File: config.mk
export PLATFORM = sky130hd
export DESIGN_NAME = text_encoding_sniffer
export DESIGN_NICKNAME = d
export VERILOG_FILES = /design/src/tes_pkg.sv /design/src/tes_in_reg.sv /design/src/tes_scan.sv /design/src/tes_out_reg.sv /design/src/text_encoding_sniffer.sv
export SDC_FILE = /design/constraint.sdc
export NUM_CORES = 1
export LEC_CHECK = 0
export BUFFER_PORTS_ARGS = -buffer_cell sky130_fd_sc_hd__buf_2
export CORE_MARGIN = 3
export CORE_UTILIZATION = 50
export CTS_BUF_LIST = sky130_fd_sc_hd__clkbuf_16
export CTS_CLUSTER_SIZE = 40
export DETAILED_ROUTE_END_ITERATION = 10
export PLACE_DENSITY = 0.69
export SETUP_SLACK_MARGIN = 0.4
export SYNTH_ARGS = -nofsm -noshare
export SYNTH_HDL_FRONTEND = slang
export SYNTH_SLANG_ARGS = --single-unit
File: constraint.sdc
create_clock -name i_clk -period 6.5 [get_ports i_clk]
set_clock_uncertainty 0.15 [all_clocks]
set_input_delay 1.3 -clock i_clk [delete_from_list [all_inputs] [get_ports i_clk]]
set_output_delay 1.3 -clock i_clk [all_outputs]
set_load 0.005 [all_outputs]
File: src/tes_pkg.sv
package tes_pkg;

    localparam int LIMIT_W = 13;
    localparam int POS_OUT_W = 13;
    localparam logic [LIMIT_W-1:0] LIMIT_RESET = 13'd4000;

    typedef enum logic [2:0] {
        V_UTF8        = 3'd0,
        V_UTF8_BOM    = 3'd1,
        V_UTF16LE_BOM = 3'd2,
        V_UTF16BE_BOM = 3'd3,
        V_UTF16LE     = 3'd4,
        V_UTF16BE     = 3'd5,
        V_CP850       = 3'd6,
        V_CP1252      = 3'd7
    } t_verdict;

    // BOM bytes
    localparam logic [7:0] BOM_EF = 8'hEF;
    localparam logic [7:0] BOM_BB = 8'hBB;
    localparam logic [7:0] BOM_BF = 8'hBF;
    localparam logic [7:0] BOM_FF = 8'hFF;
    localparam logic [7:0] BOM_FE = 8'hFE;

    // UTF-8 class boundaries (lower bounds, inclusive)
    localparam logic [7:0] CONT_LO    = 8'h80;
    localparam logic [7:0] BAD_LEAD   = 8'hA0;
    localparam logic [7:0] CONT_END   = 8'hC0;
    localparam logic [7:0] LEAD_2B    = 8'hC2;
    localparam logic [7:0] LEAD_3B    = 8'hE0;
    localparam logic [7:0] LEAD_4B    = 8'hF0;
    localparam logic [7:0] LEAD_OVER  = 8'hF5;

    typedef struct packed {
        logic [7:0] data_byte;
        logic       last;
    } t_in_item;

    typedef struct packed {
        logic [2:0]            verdict;
        logic [POS_OUT_W-1:0]  decided_at;
    } t_out_item;

    // Input register contents handed to the scan stage.
    typedef struct packed {
        logic     vld;
        t_in_item item;
    } t_stage;

endpackage

File: src/tes_in_reg.sv
module tes_in_reg (
    input  logic              i_clk,
    input  logic              i_rst_n,
    input  logic              i_valid,
    output logic              o_ready,
    input  tes_pkg::t_in_item i_item,
    input  logic              i_advance,
    output tes_pkg::t_stage   o_stage
);
    import tes_pkg::*;

    logic     r_vld;
    t_in_item r_item;

    assign o_ready = !r_vld || i_advance;

    always_ff @(posedge i_clk) begin
        if (!i_rst_n) begin
            r_vld <= 1'b0;
        end else if (o_ready) begin
            r_vld <= i_valid;
        end
    end

    always_ff @(posedge i_clk) begin
        if (i_valid && o_ready) begin
            r_item <= i_item;
        end
    end

    assign o_stage.vld  = r_vld;
    assign o_stage.item = r_item;

endmodule

File: src/tes_scan.sv
module tes_scan #(
    parameter int WINDOW_BYTES = 4096
) (
    input  logic                          i_clk,
    input  logic                          i_rst_n,
    input  tes_pkg::t_stage               i_stage,
    input  logic [tes_pkg::LIMIT_W-1:0]   i_limit,
    input  logic                          i_out_free,
    output logic                          o_advance,
    output logic                          o_res_vld,
    output tes_pkg::t_out_item            o_res
);
    import tes_pkg::*;

    localparam int PW = $clog2(WINDOW_BYTES + 1);
    localparam int CW = (PW > LIMIT_W) ? PW : LIMIT_W;
    localparam logic [PW-1:0] WIN_END = PW'(WINDOW_BYTES);

    logic [PW-1:0]        r_pos, n_pos;
    logic [1:0]           r_pend, n_pend;
    logic [7:0]           r_first, n_first;
    logic [7:0]           r_second, n_second;
    t_verdict             r_held, n_held;
    logic                 r_decided, n_decided;
    logic [POS_OUT_W-1:0] r_dpos, n_dpos;

    logic [7:0] b;
    logic       in_win;
    logic       below_limit;
    logic       is_cont;

    assign b           = i_stage.item.data_byte;
    assign in_win      = r_pos < WIN_END;
    assign below_limit = CW'(r_pos) < CW'(i_limit);
    assign is_cont     = (b >= CONT_LO) && (b < CONT_END);
    assign o_advance   = i_stage.vld && (!i_stage.item.last || i_out_free);
    assign o_res_vld   = o_advance && i_stage.item.last;

    always_comb begin
        n_pos     = r_pos;
        n_pend    = r_pend;
        n_first   = r_first;
        n_second  = r_second;
        n_held    = r_held;
        n_decided = r_decided;
        n_dpos    = r_dpos;

        if (in_win) begin
            if (r_pos == PW'(0)) begin
                n_first = b;
            end
            if (r_pos == PW'(1)) begin
                n_second = b;
            end

            if (!r_decided) begin
                if (r_pend != 2'd0) begin
                    if (is_cont) begin
                        n_pend = r_pend - 2'd1;
                    end else begin
                        n_held    = V_CP1252;
                        n_decided = 1'b1;
                        n_dpos    = POS_OUT_W'(r_pos);
                    end
                end else if (below_limit) begin
                    if (b == 8'h00) begin
                        n_held    = r_pos[0] ? V_UTF16BE : V_UTF16LE;
                        n_decided = 1'b1;
                        n_dpos    = POS_OUT_W'(r_pos);
                    end else if (b < CONT_LO) begin
                        n_pend = 2'd0;
                    end else if (b < BAD_LEAD) begin
                        n_held    = V_CP850;
                        n_decided = 1'b1;
                        n_dpos    = POS_OUT_W'(r_pos);
                    end else if (b < LEAD_2B) begin
                        n_held    = V_CP1252;
                        n_decided = 1'b1;
                        n_dpos    = POS_OUT_W'(r_pos);
                    end else if (b < LEAD_3B) begin
                        n_pend = 2'd1;
                    end else if (b < LEAD_4B) begin
                        n_pend = 2'd2;
                    end else if (b < LEAD_OVER) begin
                        n_pend = 2'd3;
                    end else begin
                        n_held    = V_CP1252;
                        n_decided = 1'b1;
                        n_dpos    = POS_OUT_W'(r_pos);
                    end
                end
            end

            // a BOM wins over whatever the scan decided on its bytes
            if (r_pos == PW'(1) && r_first == BOM_FF && b == BOM_FE) begin
                n_held    = V_UTF16LE_BOM;
                n_decided = 1'b1;
                n_dpos    = POS_OUT_W'(r_pos);
            end else if (r_pos == PW'(1) && r_first == BOM_FE && b == BOM_FF) begin
                n_held    = V_UTF16BE_BOM;
                n_decided = 1'b1;
                n_dpos    = POS_OUT_W'(r_pos);
            end else if (r_pos == PW'(2) && r_first == BOM_EF && r_second == BOM_BB
                         && b == BOM_BF) begin
                n_held    = V_UTF8_BOM;
                n_decided = 1'b1;
                n_dpos    = POS_OUT_W'(r_pos);
            end

            n_pos = r_pos + PW'(1);
        end
    end

    assign o_res.verdict    = n_decided ? n_held : V_UTF8;
    assign o_res.decided_at = n_decided ? n_dpos : POS_OUT_W'(n_pos);

    always_ff @(posedge i_clk) begin
        if (!i_rst_n) begin
            r_pos     <= '0;
            r_pend    <= 2'd0;
            r_first   <= 8'h00;
            r_second  <= 8'h00;
            r_held    <= V_UTF8;
            r_decided <= 1'b0;
            r_dpos    <= '0;
        end else if (o_advance) begin
            if (i_stage.item.last) begin
                // end of file: start over for the next one
                r_pos     <= '0;
                r_pend    <= 2'd0;
                r_first   <= 8'h00;
                r_second  <= 8'h00;
                r_held    <= V_UTF8;
                r_decided <= 1'b0;
                r_dpos    <= '0;
            end else begin
                r_pos     <= n_pos;
                r_pend    <= n_pend;
                r_first   <= n_first;
                r_second  <= n_second;
                r_held    <= n_held;
                r_decided <= n_decided;
                r_dpos    <= n_dpos;
            end
        end
    end

endmodule

File: src/tes_out_reg.sv
module tes_out_reg (
    input  logic               i_clk,
    input  logic               i_rst_n,
    input  logic               i_load,
    input  tes_pkg::t_out_item i_res,
    output logic               o_free,
    output logic               o_valid,
    input  logic               i_ready,
    output tes_pkg::t_out_item o_item
);
    import tes_pkg::*;

    logic      r_vld;
    t_out_item r_item;

    assign o_free  = !r_vld || i_ready;
    assign o_valid = r_vld;
    assign o_item  = r_item;

    always_ff @(posedge i_clk) begin
        if (!i_rst_n) begin
            r_vld <= 1'b0;
        end else if (i_load) begin
            r_vld <= 1'b1;
        end else if (i_ready) begin
            r_vld <= 1'b0;
        end
    end

    always_ff @(posedge i_clk) begin
        if (i_load) begin
            r_item <= i_res;
        end
    end

endmodule

File: src/text_encoding_sniffer.sv
// Channel   Direction  Handshake                   Payload
// in        input      i_in_valid / o_in_ready     i_in  (data_byte, last)
// out       output     o_out_valid / i_out_ready   o_out (verdict, decided_at)
// cfg       input      i_cfg_wr_en                 i_cfg_wr_data (lead_scan_limit)
//
// One byte per cycle unless the input stalls; a verdict is loaded into the result register from its last byte.
// Bytes go input register -> scan logic -> result register, one short stage each.
// The input stalls only while a last byte waits on a full result register.
// Synchronous active-low reset clears the file state and sets the limit to 4000.
module text_encoding_sniffer #(
    parameter int WINDOW_BYTES = 4096
) (
    input  logic                          i_clk,
    input  logic                          i_rst_n,
    input  logic                          i_in_valid,
    output logic                          o_in_ready,
    input  tes_pkg::t_in_item             i_in,
    output logic                          o_out_valid,
    input  logic                          i_out_ready,
    output tes_pkg::t_out_item            o_out,
    input  logic                          i_cfg_wr_en,
    input  logic [tes_pkg::LIMIT_W-1:0]   i_cfg_wr_data
);
    import tes_pkg::*;

    logic [LIMIT_W-1:0] r_limit;
    t_stage             stage;
    logic               advance;
    logic               res_vld;
    t_out_item          res;
    logic               out_free;

    always_ff @(posedge i_clk) begin
        if (!i_rst_n) begin
            r_limit <= LIMIT_RESET;
        end else if (i_cfg_wr_en) begin
            r_limit <= i_cfg_wr_data;
        end
    end

    tes_in_reg u_in_reg (
        .i_clk     (i_clk),
        .i_rst_n   (i_rst_n),
        .i_valid   (i_in_valid),
        .o_ready   (o_in_ready),
        .i_item    (i_in),
        .i_advance (advance),
        .o_stage   (stage)
    );

    tes_scan #(
        .WINDOW_BYTES (WINDOW_BYTES)
    ) u_scan (
        .i_clk      (i_clk),
        .i_rst_n    (i_rst_n),
        .i_stage    (stage),
        .i_limit    (r_limit),
        .i_out_free (out_free),
        .o_advance  (advance),
        .o_res_vld  (res_vld),
        .o_res      (res)
    );

    tes_out_reg u_out_reg (
        .i_clk   (i_clk),
        .i_rst_n (i_rst_n),
        .i_load  (res_vld),
        .i_res   (res),
        .o_free  (out_free),
        .o_valid (o_out_valid),
        .i_ready (i_out_ready),
        .o_item  (o_out)
    );

endmodule

After elaboration in Yosys (flattened, before gate mapping):

Index checks and enable logic that the tools add are counted.
Widths: inputs -> output; s select.

* add/subtract/negate cells: 2
* $lt $le $gt $ge: 10
* equality and inequality tests: 14
* mux-type cells: 73
* reduce and logical (&&, ||, !) cells: 29

Operator list (number)
* $mux 13: 19
* $eq 8x8->1 const B: 7
* $lt 8x8->1 const B: 7
* $mux 3: 16
* $mux 8: 6
* $mux 2: 13
* $mux 1: 19
* $add 13x1->13 const B: 1
* $eq 13x1->1 const B: 1
* $eq 13x2->1 const B: 1
* $logic_not 13->1: 1
* $lt 13x13->1: 1
* $lt 13x13->1 const B: 1
* $logic_and 1x1->1: 11
* $reduce_bool 2->1: 5
* $reduce_and 9->1: 1
* $ge 8x8->1 const B: 1
* $logic_not 8->1: 1
* $ne 4x2->1 const B: 2
* $ne 3x2->1 const B: 2
* $reduce_and 3->1: 2
* $reduce_bool 6->1: 1
* $logic_not 1->1: 3
* $logic_or 1x1->1: 3
* 3 further kinds: 3

* bits in registers: 88
* bits of input ports: 27
* output and inout bits: 18
* word-level logic and storage cells: 142

Logic depth before layout (Yosys ltp):

* depth in word-level cells: 16
* mapped depth: 11
* gate-level depth less buffers: 9

Modules after synthesis:

From an unflattened synthesis, not the netlist that was laid out.

* cell total of the unflattened synthesis: 541
* area total of the unflattened synthesis: 4759.6 um^2

Modules (own cells, without submodules)
* tes_scan: instances 1, cells an instance 464, area an instance 3403.3 um^2
* tes_out_reg: instances 1, cells an instance 20, area an instance 529.3 um^2
* text_encoding_sniffer: instances 1, cells an instance 42, area an instance 491.7 um^2
* tes_in_reg: instances 1, cells an instance 15, area an instance 335.3 um^2

Worst setup path after synthesis:

Ideal clock, no wire load.

* kind: input port to output port
* start point: in i_out_ready
* end point: out o_in_ready
* arrival: 1.495 ns
* required time: 5.050 ns
* slack: 3.555 ns
* stages: 1
* cell sequence: nand4b_1

* word-level cells in the longest chain between the ends: 4

Ends and longest elaborated chain
* from (decl): line text_encoding_sniffer.sv:19 `input logic i_out_ready,`
* $logic_or 1x1->1: line tes_out_reg.sv:16 `assign o_free = !r_vld || i_ready;`
* $logic_or 1x1->1: line tes_scan.sv:36 `assign o_advance = i_stage.vld && (!i_stage.item.last || i_out_free);`
* $logic_and 1x1->1: line tes_scan.sv:36
* $logic_or 1x1->1: line tes_in_reg.sv:15 `assign o_ready = !r_vld || i_advance;`
* to (decl): line text_encoding_sniffer.sv:16 `output logic o_in_ready,`

No other way between the ends.

Final worst setup path:

Same ends and word-level chain as after synthesis.

==> impl_results.md <==
* Met3 Use GR at 0.0341
* Setup-failing EPs final at 0
* IO Pins at 45
* Initial antenna violation count at 0
* Hold EP: u_scan.r_held[2]
* RSZ-0062 raised after global routing: false
* Sequential Area at 2010 um^2
* DP Wirelength at a little over 8 mm
* Global-route wire length before repair at 19.7 mm
* Crit Path Class: in2out
* GRT met1 Usage at 0.296
* Setup repair bufs after CTS at 0
* Global route hottest layer: met2
* Fin. Hold Viols at 0
* Max Freq at 307 MHz
* Sequential group share of total power at 0.503
* ANT cells at 0
* Synth Area per Inst at a little over 9 um^2
* CP max stage delay at 0.21 ns
* Post-synth EDFFs at 25
* Compound-Gate Fraction of Synth Area at 0.230
* Worst Path Required at around 5.1 ns
* Switching Fraction at 0.256
* Net switching power figure at ~0.3 mW
* Hold Crit Start: u_scan.r_held[2]
* Slew Limit Fails at 0
* Tmin final at 3.26 ns
* Grt met2 use at 0.361
* Clk buf depth at 2
* Hold Buf Count CTS at 0
* Most common cell after layout, fill and taps aside: dfxtp_1
* Total GRT Usage at 0.221
* Port buffer count at 44
* Internal power at 0.879 mW
* FF-to-FF setup slack at 3.37 ns
* Clock Power Share at 0.416
* Total CTS buffers at 9
* Post-Synth Simple-Gate Area at 0.217
* Fin crit share at 0.502
* Die area at ~11000 um^2
* Commonest non-fill, non-tap cells in the layout: dfxtp_1 (63), nor2_1 (56), buf_2 (44)
* Clock transition at path regs at 0.07 ns
* Status: completed
* Pleak at 2.03 nW
* First drt pass iteration count at 4
* Yosys cell types at 76
* XOR/XNOR Fraction of Synth Area at 0.00547
* DRT iter0 DRCs at ~270
* Post-CTS sizing at 0
* Post-synthesis adder-cell area fraction at 0.0417
* Reg2Reg Depth at 7
* Post-route setup TNS at 0 ns
* Post-placement cell count at 669
* Slowest cell on crit path: nand4b_1
* Mapped Cells at 529
* Fill cells at 857
* Hold Crit Depth at 1
* CTS tree: built
* Crit path capture type: output port
* Syn Std Cell Area at ~4800 um^2
* Wire length per cell at 16.9 um
* Maxcap violations at 0
* Multiplexer area fraction after synthesis at 0.0292
* CP Cell Sequence: buf_2 -> nand4b_1 -> buf_2
* Post-synthesis register bit count at 88
* Global route overflow at 0
* Post-synthesis sequential area ratio at 0.419
* R2R Path Start: u_scan.r_pos[4]
* Post-synth ARST share at 0
* CTS Sinks at 88
* Vias at 4167
* H-tree levels at 3
* Largest net degree at the start of global routing at 31
* Synth Flop Type: dfxtp_1
* Maximum vdd drop at 0.126 mV
* Pwr Density at 223 nW/um^2
* Most frequent CP cell: buf_2
* Final #Nets at 594
* Share of cells above drive strength 1 at 0.151
* Final Non-Filler Cells at a little under 700
* Initial core utilization at 0.517
* Synth Warn # at 0
* Combinational family with the most area after synthesis: compound AO/OA/AOI/OAI gates
* Slew Limit Headroom at 0.505
* Area Growth Syn to Fin at 10.5%
* DIE WIDTH at a little over 100 um
* Worst-margin pin slew at 0.723 ns
* Endpoint of the worst-slack reg-to-reg timing path: u_out_reg.o_item[5]
* Tightest Hold Check Type: reg2reg
* Drt total wl at 11.6 mm
* Combinational share of power at 0.081
* DR vias/cell at 6.08
* Clock Root Buffer: clkbuf_16
* GPL Wtd Cong at approximately 0.91
* Critical path launch point type: input pin
* Syn_nets at 572
* Final antenna-violating net count at 0
* Maximum net fanout on the critical path at 3
* Vert. Die Dim at 104 um
* # rows at 35
* Clock Latency Late Sink at ~0.34 ns
* Core area at between 9000 and 10000 um^2
* Vias in the first global route at between 3000 and 4000
* Crit path DAT at 1.81 ns
* Area of the multi-input gates at between 2000 and 3000 um^2
* DRC violations left at 0
-- critical path: cells and delay by family --
family / cells / cell delay (ns)
buffers and inverters: 2 / 0.30
AND/OR/NAND/NOR: 1 / 0.21
-- flip-flops by register name, indices dropped and copies added, names as in the netlist --
name	cells
u_scan.r_held	3
u_scan.r_dpos	13
u_scan.r_first	8
u_scan.r_second	8
u_out_reg.o_item	16
r_limit	13
u_in_reg.r_vld	1
u_scan.r_pos	13
u_scan.r_decided	1
u_out_reg.o_valid	1
u_in_reg.o_stage	9
u_scan.r_pend	2
-- power by group through the flow --
stage / Sequential [mW] / Clock [mW] / Combinational (mW)
after global placement: 0.605 / 0 / 0.0943
after detailed placement: 0.606 / 0 / 0.0959
final: 0.594 / 0.491 / 0.0958
after CTS: 0.593 / 0.498 / 0.0964
after global routing: 0.596 / 0.528 / 0.108
after floorplan: 0.599 / 0 / 0.0732
-- stage by stage --
stage / power [mW] / util / setup slack [ns] / hold slack [ns] / cell area (um^2)
2_1_floorplan: 0.672 / - / 3.55 / 0.276 / 4800
6_report: 1.18 / 0.571 / 3.24 / 0.311 / 5300
3_3_place_gp: 0.700 / 0.541 / 3.28 / 0.295 / 5020
5_1_grt: 1.23 / 0.571 / 3.21 / 0.333 / 5300
4_1_cts: 1.19 / 0.571 / 3.24 / 0.312 / 5300
3_5_place_dp: 0.702 / 0.541 / 3.23 / 0.295 / 5020
-- routing by layer --
| metal | routed length (um) | up-vias |
|---|---|---|
| li1 | - | 2008 |
| met1 | 5160 | 1992 |
| met2 | 5570 | 142 |
| met3 | 574 | 25 |
| met4 | 273 | 0 |
| met5 | 0 | - |
-- worst max path at each step --
| stage | startpoint | to | cells past startpoint |
|---|---|---|---|
| final | i_out_ready | o_in_ready | 3 |
| after detailed placement | i_out_ready | u_out_reg.o_item[10] | 5 |
| after global routing | i_out_ready | o_in_ready | 3 |
| after global placement | i_out_ready | o_in_ready | 3 |
| after CTS | i_out_ready | o_in_ready | 3 |
| after floorplan | i_out_ready | o_in_ready | 1 |
-- kinds of logic (layout without fill, tap and decap cells) --
group	after synthesis	count (layout)
fa+ha+maj	16	16
flops	88	88
buf+inv	61	88
mux	14	14
xor+xnor	3	3
simple gates	195	195
compound gates	152	152
-- Yosys cell counts, drive strengths merged (7+ instances only) --
master / n / area (um^2)
mux2i: 14 / 140
a31oi: 11 / 68.8
buf: 11 / 86.3
o211ai: 8 / 60.1
clkbuf: 25 / 95.1
a22o: 10 / 87.6
ha: 16 / 200
and3: 9 / 56.3
edfxtp: 25 / 751
nor2: 57 / 216
o21a: 7 / 52.6
o21ai: 24 / 120
nor3: 20 / 126
dfxtp: 63 / 1260
nand4: 8 / 50.1
inv: 24 / 90.1
nand3: 16 / 92.6
a21oi: 34 / 189
or3: 8 / 55.1
a22oi: 22 / 165
nand2: 41 / 154
-- final cells by class --
| type | instances | share of cell area |
|---|---|---|
| clock buffer | 9 | 0.0425 |
| clock inverter | 7 | 0.0101 |
| inverter | 25 | 0.0177 |
| multi-input combinational | 380 | 0.474 |
| sequential | 88 | 0.380 |
| tap | 129 | 0.0304 |
| timing repair buffer | 47 | 0.0458 |
Power figures use the tool's default switching activity.
